[src/design/atfc_pkg.sv]
// Shared types, constants and the calibration ROM for the ADC temperature fan controller.
// No dependencies; every other file in the design folder imports this package.
package atfc_pkg;

  localparam int SAMPLE_W        = 10;
  localparam int TEMP_W          = 7;
  localparam int DUTY_W          = 8;
  localparam int ROM_AW          = 7;
  localparam int CAL_ENTRIES     = 76;
  localparam int TABLE_ENTRIES_D = 76;

  localparam logic [SAMPLE_W-1:0] FULL_SCALE_CODE = 10'h3FF;
  localparam logic [TEMP_W-1:0]   TARGET_RESET    = 7'd24;
  localparam logic [DUTY_W-1:0]   DUTY_OFF        = 8'h00;
  localparam logic [DUTY_W-1:0]   DUTY_FULL       = 8'hFF;
  localparam logic [DUTY_W-1:0]   DUTY_AT_TARGET  = 8'h9F;
  localparam logic [DUTY_W-1:0]   DUTY_NEAR_HOT   = 8'hBF;
  localparam logic [DUTY_W-1:0]   DUTY_NEAR_COLD  = 8'h5F;
  localparam logic [7:0]          BASE_TEMP       = 8'd15;
  localparam logic [7:0]          BELOW_BASE_TEMP = 8'd14;

  // Entry i is the converter reading for 15+i degrees C.
  localparam logic [SAMPLE_W-1:0] CAL_ROM [0:CAL_ENTRIES-1] = '{
    10'h064, 10'h069, 10'h06E, 10'h073, 10'h078, 10'h07E, 10'h083, 10'h089, 10'h08F, 10'h095,
    10'h09C, 10'h0A2, 10'h0A9, 10'h0B0, 10'h0B7, 10'h0BF, 10'h0C6, 10'h0CE, 10'h0D6, 10'h0DF,
    10'h0E7, 10'h0F0, 10'h0F9, 10'h102, 10'h10C, 10'h116, 10'h120, 10'h12A, 10'h134, 10'h13F,
    10'h14A, 10'h155, 10'h161, 10'h16C, 10'h178, 10'h184, 10'h191, 10'h19D, 10'h1AA, 10'h1B7,
    10'h1C4, 10'h1D2, 10'h1E0, 10'h1ED, 10'h1FB, 10'h20A, 10'h218, 10'h227, 10'h236, 10'h245,
    10'h254, 10'h263, 10'h273, 10'h282, 10'h292, 10'h2A2, 10'h2B2, 10'h2C2, 10'h2D2, 10'h2E2,
    10'h2F3, 10'h303, 10'h314, 10'h324, 10'h335, 10'h346, 10'h357, 10'h367, 10'h378, 10'h389,
    10'h39A, 10'h3AB, 10'h3BC, 10'h3CD, 10'h3DD, 10'h3EE
  };

  // Slots past the calibrated entries read as full scale.
  function automatic logic [SAMPLE_W-1:0] cal_rom(input logic [ROM_AW-1:0] addr);
    logic [SAMPLE_W-1:0] val;
    if (addr < ROM_AW'(CAL_ENTRIES)) begin
      val = CAL_ROM[addr];
    end else begin
      val = FULL_SCALE_CODE;
    end
    return val;
  endfunction

  typedef enum logic [1:0] {
    ST_IDLE,
    ST_WALK,
    ST_DECIDE
  } atfc_state_t;

  typedef struct packed {
    logic load;
    logic advance;
    logic commit;
  } atfc_cmd_t;

  typedef struct packed {
    logic walk_done;
    logic slot_free;
  } atfc_status_t;

endpackage

[src/design/atfc_ctrl.sv]
// Controller state machine of the ADC temperature fan controller.
// Depends on atfc_pkg; drives the datapath atfc_dp through command and status structs.
module atfc_ctrl
  import atfc_pkg::*;
(
  input  logic         clk,
  input  logic         rst_n,
  input  logic         in_tvalid,
  output logic         in_tready,
  input  atfc_status_t status,
  output atfc_cmd_t    cmd
);

  atfc_state_t state_r, state_nxt;

  always_ff @(posedge clk) begin
    if (!rst_n) begin
      state_r <= ST_IDLE;
    end else begin
      state_r <= state_nxt;
    end
  end

  always_comb begin
    state_nxt = state_r;
    unique case (state_r)
      ST_IDLE: begin
        if (in_tvalid) state_nxt = ST_WALK;
      end
      ST_WALK: begin
        if (status.walk_done) state_nxt = ST_DECIDE;
      end
      ST_DECIDE: begin
        if (status.slot_free) state_nxt = ST_IDLE;
      end
      default: state_nxt = ST_IDLE;
    endcase
  end

  always_comb begin
    in_tready   = 1'b0;
    cmd         = '0;
    unique case (state_r)
      ST_IDLE: begin
        in_tready = 1'b1;
        cmd.load  = in_tvalid;
      end
      ST_WALK: begin
        cmd.advance = !status.walk_done;
      end
      ST_DECIDE: begin
        cmd.commit = status.slot_free;
      end
      default: begin
        in_tready = 1'b0;
      end
    endcase
  end

  // A finished walk always moves on to the decision step.
  a_walk_to_decide: assert property (@(posedge clk) disable iff (!rst_n)
    (state_r == ST_WALK) && status.walk_done |=> state_r == ST_DECIDE)
    else $error("walk end did not reach decision step");

  // A request is taken only from idle, and leads into the walk.
  a_load_to_walk: assert property (@(posedge clk) disable iff (!rst_n)
    cmd.load |=> state_r == ST_WALK)
    else $error("accepted request did not start a walk");

  // The result is committed only when the output slot can take it.
  a_commit_free: assert property (@(posedge clk) disable iff (!rst_n)
    cmd.commit |-> status.slot_free)
    else $error("commit while output slot busy");

endmodule

[src/design/atfc_dp.sv]
// Datapath of the ADC temperature fan controller: sample, walk counter, ROM compare,
// nearest-neighbour pick, duty rules and the output register. Depends on atfc_pkg.
module atfc_dp
  import atfc_pkg::*;
#(
  parameter int TABLE_ENTRIES = TABLE_ENTRIES_D
) (
  input  logic                clk,
  input  logic                rst_n,
  input  logic [SAMPLE_W-1:0] sample_in,
  input  logic                cfg_wen,
  input  logic [TEMP_W-1:0]   cfg_wdata,
  input  atfc_cmd_t           cmd,
  output atfc_status_t        status,
  input  logic                out_tready,
  output logic                out_tvalid,
  output logic [TEMP_W-1:0]   temperature,
  output logic [DUTY_W-1:0]   fan_duty,
  output logic                full_scale
);

  localparam int IDX_W = $clog2(TABLE_ENTRIES + 1);
  localparam logic [IDX_W-1:0] LAST_IDX = IDX_W'(TABLE_ENTRIES);

  logic [SAMPLE_W-1:0] sample_r;
  logic [IDX_W-1:0]    idx_r, idx_nxt;
  logic [TEMP_W-1:0]   target_r;
  logic [TEMP_W-1:0]   last_off_r;
  logic [TEMP_W-1:0]   temp_r;
  logic [DUTY_W-1:0]   duty_r;
  logic                fs_r;
  logic                out_valid_r, out_valid_nxt;

  logic [SAMPLE_W-1:0] rom_cur, rom_prev, lo_gap, hi_gap;
  logic                at_end;
  logic [7:0]          temp_sum;
  logic [TEMP_W-1:0]   temp_calc;
  logic [DUTY_W-1:0]   duty_calc;
  logic                near;

  assign rom_cur  = cal_rom(ROM_AW'(idx_r));
  assign rom_prev = cal_rom(ROM_AW'(idx_r - 1'b1));
  assign at_end   = (idx_r == LAST_IDX);

  assign status.walk_done = at_end || (rom_cur >= sample_r);
  assign status.slot_free = !out_valid_r || out_tready;

  assign idx_nxt = cmd.load ? '0 : (cmd.advance ? idx_r + 1'b1 : idx_r);

  // Gaps are only meaningful between the two neighbours that bracket the sample.
  assign lo_gap = sample_r - rom_prev;
  assign hi_gap = rom_cur - sample_r;

  always_comb begin
    priority if (at_end) begin
      temp_sum = 8'(idx_r) + BELOW_BASE_TEMP;
    end else if (idx_r == '0) begin
      temp_sum = BASE_TEMP;
    end else if (lo_gap < hi_gap) begin
      temp_sum = 8'(idx_r) + BELOW_BASE_TEMP;
    end else begin
      temp_sum = 8'(idx_r) + BASE_TEMP;
    end
  end
  assign temp_calc = temp_sum[TEMP_W-1:0];

  assign near = ({1'b0, temp_calc} + 8'd1 == {1'b0, target_r}) ||
                ({1'b0, target_r} + 8'd1 == {1'b0, temp_calc});

  always_comb begin
    priority if (near) begin
      duty_calc = (last_off_r > target_r) ? DUTY_NEAR_HOT : DUTY_NEAR_COLD;
    end else if (temp_calc < target_r) begin
      duty_calc = DUTY_OFF;
    end else if (temp_calc > target_r) begin
      duty_calc = DUTY_FULL;
    end else begin
      duty_calc = DUTY_AT_TARGET;
    end
  end

  assign out_valid_nxt = cmd.commit ? 1'b1 : (out_tready ? 1'b0 : out_valid_r);

  always_ff @(posedge clk) begin
    if (!rst_n) begin
      target_r    <= TARGET_RESET;
      last_off_r  <= '0;
      out_valid_r <= 1'b0;
    end else begin
      out_valid_r <= out_valid_nxt;
      if (cfg_wen) target_r <= cfg_wdata;
      if (cmd.commit && (temp_calc != target_r)) last_off_r <= temp_calc;
    end
  end

  always_ff @(posedge clk) begin
    idx_r <= idx_nxt;
    if (cmd.load) sample_r <= sample_in;
    if (cmd.commit) begin
      temp_r <= temp_calc;
      duty_r <= duty_calc;
      fs_r   <= (sample_r == FULL_SCALE_CODE);
    end
  end

  assign out_tvalid  = out_valid_r;
  assign temperature = temp_r;
  assign fan_duty    = duty_r;
  assign full_scale  = fs_r;

  // The walk counter never passes the last table position.
  a_idx_range: assert property (@(posedge clk) disable iff (!rst_n)
    cmd.advance |-> idx_r < LAST_IDX)
    else $error("walk counter ran past the table");

  // A committed result shows up as valid in the next cycle.
  a_commit_valid: assert property (@(posedge clk) disable iff (!rst_n)
    cmd.commit |=> out_valid_r)
    else $error("committed result not presented");

  // The walk never advances past an entry that is not below the sample.
  a_advance_below: assert property (@(posedge clk) disable iff (!rst_n)
    cmd.advance |-> !status.walk_done)
    else $error("walk advanced after reaching its stop entry");

endmodule

[src/design/adc_temperature_fan_controller.sv]
// Top level of the ADC temperature fan controller.
// Depends on atfc_pkg and instantiates atfc_ctrl (state machine) and atfc_dp (datapath).
//
//  Channel  | Direction | Handshake              | Content
//  ---------+-----------+------------------------+-----------------------------------------
//  in_      | in        | in_tvalid / in_tready  | one 10-bit ADC sample per request
//  out_     | out       | out_tvalid / out_tready| temperature, fan duty, full-scale flag
//  cfg_     | in        | cfg_wen                | target temperature, written at once
//
// A request is accepted in idle. The single comparator then steps through the ROM one entry
// per cycle past the calibration entries below the sample (0 to TABLE_ENTRIES of them) and
// stops on the first entry that is not below it or at the end of the table; the decision
// step then commits the result once the output register can take it. Requests are handled
// one at a time: the next request is taken in the cycle after the decision.
// Reset is synchronous and active low; it restores the target to 24 C and clears the
// off-target history. A result held in the output register while out_tready is low does
// not block the next request: only the decision step waits for the register to empty.
module adc_temperature_fan_controller
  import atfc_pkg::*;
#(
  parameter int TABLE_ENTRIES = TABLE_ENTRIES_D
) (
  input  logic                clk,
  input  logic                rst_n,
  // in_tdata: [9:0] adc_sample, [15:10] zero
  input  logic                in_tvalid,
  output logic                in_tready,
  input  logic [15:0]         in_tdata,
  // out_tdata: [6:0] temperature, [14:7] fan_duty, [15] full_scale
  output logic                out_tvalid,
  input  logic                out_tready,
  output logic [15:0]         out_tdata,
  // Target temperature in degrees C.
  input  logic                cfg_wen,
  input  logic [TEMP_W-1:0]   cfg_wdata
);

  atfc_cmd_t         cmd;
  atfc_status_t      status;
  logic [TEMP_W-1:0] temperature;
  logic [DUTY_W-1:0] fan_duty;
  logic              full_scale;

  // The state machine only sequences load, walk and commit; all values live in the datapath.
  atfc_ctrl u_ctrl (
    .clk       (clk),
    .rst_n     (rst_n),
    .in_tvalid (in_tvalid),
    .in_tready (in_tready),
    .status    (status),
    .cmd       (cmd)
  );

  atfc_dp #(
    .TABLE_ENTRIES (TABLE_ENTRIES)
  ) u_dp (
    .clk         (clk),
    .rst_n       (rst_n),
    .sample_in   (in_tdata[SAMPLE_W-1:0]),
    .cfg_wen     (cfg_wen),
    .cfg_wdata   (cfg_wdata),
    .cmd         (cmd),
    .status      (status),
    .out_tready  (out_tready),
    .out_tvalid  (out_tvalid),
    .temperature (temperature),
    .fan_duty    (fan_duty),
    .full_scale  (full_scale)
  );

  assign out_tdata = {full_scale, fan_duty, temperature};

endmodule
[config.mk]
export PLATFORM = sky130hd
export DESIGN_NAME = adc_temperature_fan_controller
export DESIGN_NICKNAME = d
export VERILOG_FILES = /design/src/design/atfc_pkg.sv /design/src/design/atfc_ctrl.sv /design/src/design/atfc_dp.sv /design/src/design/adc_temperature_fan_controller.sv
export SDC_FILE = /design/constraint.sdc
export NUM_CORES = 1
export LEC_CHECK = 0
export BUFFER_PORTS_ARGS = -buffer_cell sky130_fd_sc_hd__buf_4
export CORE_MARGIN = 2
export CORE_UTILIZATION = 40
export DETAILED_ROUTE_END_ITERATION = 7
export SYNTH_ARGS = -nofsm -noshare
export SYNTH_HDL_FRONTEND = slang
export SYNTH_SLANG_ARGS = --single-unit
[constraint.sdc]
create_clock -name clk -period 12.9 [get_ports clk]
set_clock_uncertainty 0.2 [all_clocks]
set_input_delay 1.29 -clock clk [delete_from_list [all_inputs] [get_ports clk]]
set_output_delay 1.29 -clock clk [all_outputs]
set_load 0.02 [all_outputs]
==> results of run 1 <==
-- metrics by stage --
stage / cell area, um2 / hold slack [ns]
floorplan: 5890 / 0.272
global placement: 6270 / 0.287
detailed placement: 6270 / 0.288
CTS: 6440 / 0.304
global route: 6440 / 0.325
finish: 6440 / 0.307
-- worst min-delay path by stage --
| stage | start | to | slack (ns) | cells past startpoint |
|---|---|---|---|---|
| after floorplan | u_dp.last_off_r[0] | u_dp.last_off_r[0] | 0.27 | 1 |
| after global placement | u_dp.last_off_r[0] | u_dp.last_off_r[0] | 0.29 | 1 |
| after detailed placement | u_dp.last_off_r[0] | u_dp.last_off_r[0] | 0.29 | 1 |
| after CTS | u_dp.last_off_r[0] | u_dp.last_off_r[0] | 0.30 | 1 |
| after global routing | u_dp.last_off_r[0] | u_dp.last_off_r[0] | 0.32 | 1 |
| final | u_dp.last_off_r[0] | u_dp.last_off_r[0] | 0.31 | 1 |
-- sequential cells by signal, summed over array words and instances (netlist names) --
register          cells
u_dp.temperature      7
u_dp.full_scale       1
u_dp.out_tvalid       1
u_dp.sample_r        10
u_dp.target_r         7
u_ctrl.state_r        2
u_dp.last_off_r       7
u_dp.idx_r            7
u_dp.fan_duty         4
-- routing by layer --
| layer | track usage, % | up-vias |
|---|---|---|
| met5 | 0 | - |
| met4 | 6.67 | 0 |
| met3 | 3.68 | 35 |
| met2 | 34.8 | 208 |
| met1 | 28.2 | 2696 |
| li1 | - | 2773 |
-- logic make-up (layout without fill, tap and decap cells) --
group           count (synthesis)  count (layout)  share of synthesized area, %
compound gates                233             233                          26.6
fa+ha+maj                      68              68                          14.7
buf+inv                       106             109                          7.31
flops                          46              46                          19.4
simple gates                  230             230                          19.0
xor+xnor                       46              46                          7.33
mux                            31              31                          5.61
-- area by class of cell --
class / instances / area share [%]
Tap cell: 184 / 3.57
Sequential cell: 46 / 17.7
Timing Repair Buffer: 53 / 6.17
Clock inverter: 3 / 0.680
Multi-Input combinational cell: 608 / 67.1
Inverter: 48 / 2.80
Clock buffer: 5 / 1.94
-- cells in the final DEF (no fill, tap or decap), types with 4 or more instances in the layout --
master	n
sky130_fd_sc_hd__nand2_1	62
sky130_fd_sc_hd__a22oi_1	4
sky130_fd_sc_hd__edfxtp_1	22
sky130_fd_sc_hd__a21oi_1	52
sky130_fd_sc_hd__a311oi_1	5
sky130_fd_sc_hd__xnor2_1	31
sky130_fd_sc_hd__buf_4	53
sky130_fd_sc_hd__xor2_1	11
sky130_fd_sc_hd__o211ai_1	13
sky130_fd_sc_hd__a31oi_1	11
sky130_fd_sc_hd__o21ai_1	5
sky130_fd_sc_hd__o22ai_1	7
sky130_fd_sc_hd__ha_1	66
sky130_fd_sc_hd__o21ai_0	57
sky130_fd_sc_hd__a21o_1	7
sky130_fd_sc_hd__o211a_1	4
sky130_fd_sc_hd__nor2_1	59
sky130_fd_sc_hd__nand4_1	13
sky130_fd_sc_hd__inv_1	42
sky130_fd_sc_hd__nor3_1	22
sky130_fd_sc_hd__dfxtp_1	24
sky130_fd_sc_hd__clkbuf_16	5
sky130_fd_sc_hd__a211oi_1	11
sky130_fd_sc_hd__a41oi_1	7
sky130_fd_sc_hd__nand2b_1	14
sky130_fd_sc_hd__nor2b_1	17
sky130_fd_sc_hd__o22a_1	5
sky130_fd_sc_hd__nand3_1	19
sky130_fd_sc_hd__and2_1	6
sky130_fd_sc_hd__mux2i_1	27
-- worst max-delay path, delay by kind of cell (launching register included) --
family | cells | cell delay [ns]
DFF | 1 | 0.31
muxes | 1 | 0.14
xor gates and xnor gates | 3 | 1.39
adders and majority gates | 4 | 1.20
AOI/OAI and AO/OA | 12 | 2.72
and+or+nand+nor | 11 | 1.88
buffers and inverters | 5 | 1.21
==> results.rst, run 1 <==
.. list-table::
   :header-rows: 1

   * - Metric
     - Value
   * - Area taken by multi-input logic gates
     - approximately 4300 um2
   * - Gate Count Post-Synth
     - 760
   * - Maximum level of the CTS H-tree
     - 2
   * - Met1 Routed Length
     - 7.51 mm
   * - Reg-to-reg slack, setup
     - around 3.6 ns
   * - Via count
     - about 5.7k
   * - Standard-cell rows
     - 44
   * - Most used flip-flop cell after synthesis
     - sky130_fd_sc_hd__dfxtp_1
   * - Number of synthesized flops with an enable pin
     - 22
   * - Startpoint of the worst register-to-register path
     - u_dp.idx_r[2]
   * - # setup viols final
     - 0
   * - Dominant cell type by count on the critical path
     - sky130_fd_sc_hd__ha_1
   * - Netlist Area Pre-Place
     - 5890 um2
   * - Hold violation count in the final report
     - 0
   * - Final-stage net count
     - 858
   * - Clock-pin slew of the registers on the worst-case setup and hold paths
     - 0.07 ns
   * - Number of clock sinks
     - 46
   * - Detailed Route Iter0 Violations
     - 517
   * - Routed WL
     - about 17 mm
   * - Post-DP HPWL
     - ~12 mm
   * - Via count of the first global-routing pass
     - between 5k and 6k
   * - Status
     - finished, final reports clean
   * - RSZ-0062 raised after global routing
     - no
   * - Achievable frequency
     - between 100 and 150 MHz
   * - Initial Utilization
     - between 40% and 50%
   * - TritonCTS clock tree
     - done
   * - Sequential cell area
     - 1140 um2
   * - Port Buffers
     - 39
   * - Number of fill cells in the layout
     - ~1.4k
   * - Boundary pin count
     - 46
   * - Endpoint of the most critical setup path
     - u_dp.fan_duty[7]
   * - Antenna-violating nets left
     - 0
   * - Total Neg Setup Slack
     - 0 ns
   * - Total die area
     - ~16,000 um2
   * - Die width
     - ~130 um
   * - Number of storage elements in the synthesis netlist
     - 46
   * - Req. time, crit path
     - ~13 ns
   * - Number of CTS-inserted buffers
     - 5
   * - CTS Hold Buffers Added
     - 0
   * - Diodes inserted
     - 0
   * - Final routed wire length divided by cell count
     - between 15 and 20 um
   * - Syn-to-layout area delta
     - 9.41%
   * - Area fraction of the dominant cell type after synthesis
     - 14.0%
   * - Highest metal layer used by the detailed router
     - met4
   * - Cell Count, Final, Fillers Out
     - around 950
   * - Number of instances resized during post-cts repair
     - 0
   * - Biggest area consumer among synthesized cells
     - sky130_fd_sc_hd__ha_1
   * - Start point of the critical path
     - u_dp.idx_r[2]
   * - Antenna violations before repair
     - 0
   * - FF-to-FF End
     - u_dp.fan_duty[7]
   * - Final worst setup slack
     - around 3.6 ns
   * - Number of placed instances, taps included
     - between 900 and 1k
   * - Largest net degree at the start of global routing
     - 50
   * - Most numerous cell in the Yosys netlist
     - sky130_fd_sc_hd__ha_1
   * - Root Buffer Master
     - sky130_fd_sc_hd__clkbuf_16
   * - Fraction of the cycle the final worst path needs
     - 72.2%
   * - Max-slew headroom
     - 23.5%
   * - Number of max-capacitance violations reported
     - 0
   * - Wire length of the first global-routing pass
     - 27.2 mm
   * - Data arrival time of the critical path
     - roughly 9.2 ns
   * - Post-place setup slack
     - 3.66 ns
   * - DR vias/cell
     - about 6.0
   * - Startpoint kind of the worst setup timing path
     - flop
   * - Final Max Tran Viols
     - 0
   * - Length of the first detailed-routing pass in iterations
     - 5
   * - Finished Core Util
     - between 40% and 50%
   * - Critical Path Max Stage Delay
     - about 0.91 ns
   * - Post-synthesis net count
     - about 860
   * - Setup Buffers After CTS
     - 0
   * - Core box area
     - ~14,000 um2
   * - Worst Tran Pin Value
     - 1.14 ns
   * - Remaining routing DRC violations
     - 0
   * - Crit path capture type
     - flop
   * - Number of cells on the worst reg-to-reg path
     - 36
   * - Largest cells by area after synthesis
     - sky130_fd_sc_hd__ha_1, sky130_fd_sc_hd__edfxtp_1, sky130_fd_sc_hd__dfxtp_1
   * - Detailed route wirelength on metal2
     - around 7.8 mm
   * - Vertical die dimension
     - around 130 um
   * - Met3 WL post-DR
     - around 1.2 mm
   * - Global routing usage summed across all routing layers
     - 21.1%
   * - Warning count from the yosys run
     - 0
   * - Avg Inst Size Synth
     - a little under 8 um2
   * - Final Wtd Congestion
     - 0.910
   * - Minimum clock period
     - between 9 and 10 ns
   * - Distinct cell type count of the synthesized netlist
     - 85
   * - Slowest cell on the critical path
     - sky130_fd_sc_hd__xnor2_1
   * - Most instantiated cells after synthesis
     - sky130_fd_sc_hd__ha_1, sky130_fd_sc_hd__nand2_1, sky130_fd_sc_hd__nor2_1
   * - Clock latency of the later-clocked register in the worst-skew pair
     - 0.30 ns
   * - Hold Crit Class
     - flop to flop
   * - Total overflow reported by the global router
     - 0
   * - Async set-reset flop share out of synthesis
     - 0%
   * - Crit path max fanout
     - 46
   * - Category of the critical setup timing path
     - flop to flop
   * - Fraction of final layout cells sized beyond drive strength 1
     - a little under an eighth
   * - Buffer depth of the longest clock path
     - 2
   * - Sequential cell area fraction in the yosys report
     - 19.4%
Power of run 1 is not shown: default switching activity piles up to over one toggle a cycle in this logic, so the estimate is an artifact.
==> inputs of run 2 (changes only) <==
==> constraint.sdc (replaced) <==
create_clock -name clk -period 8.95 [get_ports clk]
set_clock_uncertainty 0.2 [all_clocks]
set_input_delay 0.895 -clock clk [delete_from_list [all_inputs] [get_ports clk]]
set_output_delay 0.895 -clock clk [all_outputs]
set_load 0.02 [all_outputs]
==> run 2 against run 1 <==
Non-clock buffer count grew 7; flip-flop and latch count unchanged; clock-buffer cell count is 1 higher; core utilization increased by 0.52 points; first-iteration DRC count is 18% lower; sequential share of layout area shrank 0.20 points; die area stayed put; register-to-register slack worse by 2.9 ns; via count up 1.8%; maximum frequency increased by 13%; critical path type unchanged.
==> results.rst, run 2 (synthesized netlist as in run 1, its figures left out) <==
.. list-table::
   :header-rows: 1

   * - Metric
     - Value
   * - Status
     - finished, final reports clean
   * - Final routed wire length divided by cell count
     - between 15 and 20 um
   * - Root Buffer Master
     - sky130_fd_sc_hd__clkbuf_16
   * - Startpoint of the worst register-to-register path
     - u_dp.idx_r[2]
   * - Count of buffering cells on the critical path with inverters included
     - 5
   * - Most frequent cells in the layout
     - sky130_fd_sc_hd__ha_1, sky130_fd_sc_hd__nand2_1, sky130_fd_sc_hd__buf_4, sky130_fd_sc_hd__nor2_1, sky130_fd_sc_hd__o21ai_0
   * - Register bank with the most flops
     - u_dp.sample_r
   * - Startpoint kind of the worst setup timing path
     - flop
   * - Maximum level of the CTS H-tree
     - 2
   * - Start point of the critical path
     - u_dp.idx_r[2]
   * - Worst Tran Pin Value
     - ~0.95 ns
   * - Remaining routing DRC violations
     - 0
   * - Met1 Routed Length
     - a little under 8 mm
   * - Endpoint of the worst hold-timing path
     - u_dp.last_off_r[0]
   * - Max-slew headroom
     - a little under two fifths
   * - Standard-cell rows
     - 44
   * - Final-stage net count
     - slightly below 900
   * - Highest metal layer used by the detailed router
     - met4
   * - Antenna violations before repair
     - 0
   * - # setup viols final
     - 0
   * - Leading cell type in the layout, fill and taps excluded
     - sky130_fd_sc_hd__ha_1
   * - Detailed Route Iter0 Violations
     - between 400 and 500
   * - Critical Path Max Stage Delay
     - 0.38 ns
   * - Achievable frequency
     - between 100 and 150 MHz
   * - Minimum clock period
     - 8.23 ns
   * - Core box area
     - 14,500 um2
   * - Cell Count, Final, Fillers Out
     - between 900 and 1k
   * - Fraction of final layout cells sized beyond drive strength 1
     - ~13%
   * - Number of fill cells in the layout
     - roughly 1.4k
   * - Total overflow reported by the global router
     - 0
   * - Number of placed instances, taps included
     - between 900 and 1k
   * - Length of the first detailed-routing pass in iterations
     - 5
   * - Via count
     - around 5.8k
   * - Hold Path Depth
     - 1
   * - Detailed route wirelength on metal2
     - approximately 7.6 mm
   * - Global routing usage summed across all routing layers
     - roughly a fifth
   * - Hold Path Origin
     - u_dp.last_off_r[0]
   * - Final Max Tran Viols
     - 0
   * - Port Buffers
     - 39
   * - Number of CTS-inserted buffers
     - 5
   * - Via count of the first global-routing pass
     - ~5.5k
   * - Die width
     - 125 um
   * - Hold Crit Class
     - flop to flop
   * - Met3 WL post-DR
     - between 1 and 1.5 mm
   * - DR vias/cell
     - between 6 and 7
   * - Total Neg Setup Slack
     - 0 ns
   * - TritonCTS clock tree
     - done
   * - Area taken by multi-input logic gates
     - 4360 um2
   * - Reg-to-reg slack, setup
     - about 0.72 ns
   * - Buffer depth of the longest clock path
     - 2
   * - Crit path capture type
     - flop
   * - Number of flip-flops in the largest register
     - 10
   * - Fraction of the cycle the final worst path needs
     - 92.0%
   * - Sequential cell area
     - around 1100 um2
   * - Initial Utilization
     - approximately two fifths
   * - Slowest cell on the critical path
     - sky130_fd_sc_hd__dfxtp_1
   * - Number of clock sinks
     - 46
   * - Routed WL
     - 16.9 mm
   * - RSZ-0062 raised after global routing
     - no
   * - Clock-pin slew of the registers on the worst-case setup and hold paths
     - approximately 0.06 ns
   * - Data arrival time of the critical path
     - between 8 and 9 ns
   * - Final Wtd Congestion
     - 0.872
   * - Req. time, crit path
     - 8.90 ns
   * - Wire length of the first global-routing pass
     - about 27 mm
   * - Gate family responsible for the most delay along the worst path
     - compound AO/OA/AOI/OAI gates
   * - Hold violation count in the final report
     - 0
   * - Crit path max fanout
     - 22
   * - Boundary pin count
     - 46
   * - Clock latency of the later-clocked register in the worst-skew pair
     - roughly 0.30 ns
   * - Total die area
     - approximately 16,000 um2
   * - FF-to-FF End
     - u_dp.fan_duty[6]
   * - Post-DP HPWL
     - about 12 mm
   * - Category of the critical setup timing path
     - flop to flop
   * - Number of max-capacitance violations reported
     - 0
   * - Syn-to-layout area delta
     - 10.7%
   * - Vertical die dimension
     - ~130 um
   * - Largest net degree at the start of global routing
     - 49
   * - Number of cells on the worst reg-to-reg path
     - 39
   * - Antenna-violating nets left
     - 0
   * - Diodes inserted
     - 0
-- run 2: timing repair --
item                                    CTS  global route
endpoints found under the setup margin    0             4
hold buffers                              0             0
setup buffers                             0             3
resized for setup                         0             7
-- run 2: how the worst max path moves through the flow --
| stage | endpoint | slack (ns) | cells past startpoint |
|---|---|---|---|
| finish | u_dp.fan_duty[6] | 0.72 | 39 |
| global route | u_dp.fan_duty[6] | 0.03 | 40 |
| CTS | u_dp.fan_duty[6] | 0.48 | 37 |
| detailed placement | u_dp.fan_duty[6] | 0.49 | 37 |
| global placement | u_dp.fan_duty[6] | 0.62 | 37 |
| floorplan | u_dp.fan_duty[5] | 1.17 | 38 |
-- run 2: per-stage QoR --
| step | util, % | setup slack, ns | hold slack, ns | cell area, um2 |
|---|---|---|---|---|
| 2_1_floorplan | - | 1.17 | 0.272 | 5890 |
| 4_1_cts | 44.5 | 0.476 | 0.311 | 6450 |
| 5_1_grt | 45.0 | 0.0301 | 0.336 | 6520 |
| 3_3_place_gp | 43.5 | 0.625 | 0.287 | 6300 |
| 6_report | 45.0 | 0.717 | 0.315 | 6520 |
| 3_5_place_dp | 43.5 | 0.489 | 0.295 | 6300 |
-- run 2: final cells by class --
cell class              instances  share of cell area (%)
well taps                     184                    3.53
inverters                      48                    2.94
clock buffers                   6                    1.98
clock inverters                 2                   0.211
multi-input cells             608                    66.9
flip-flops and latches         46                    17.5
repair buffers                 60                    6.91
-- run 2: worst reg2reg max path: cells and delay by family (launching register included) --
kind | cells | cell delay, ns
AO/OA/AOI/OAI | 16 | 3.21
XOR/XNOR | 3 | 0.65
adder cells (fa/ha/maj) | 4 | 1.18
buffers and inverters | 5 | 0.81
flip-flops | 1 | 0.38
multiplexers | 1 | 0.24
AND/OR/NAND/NOR | 10 | 1.39
-- run 2: per-layer routing --
metal,vias to the layer above,global-route usage [%]
li1,2788,-
met1,2734,28.2
met2,257,34.0
met3,33,3.47
met4,0,7.78
met5,-,0
Power of run 2 is left out for the same reason.
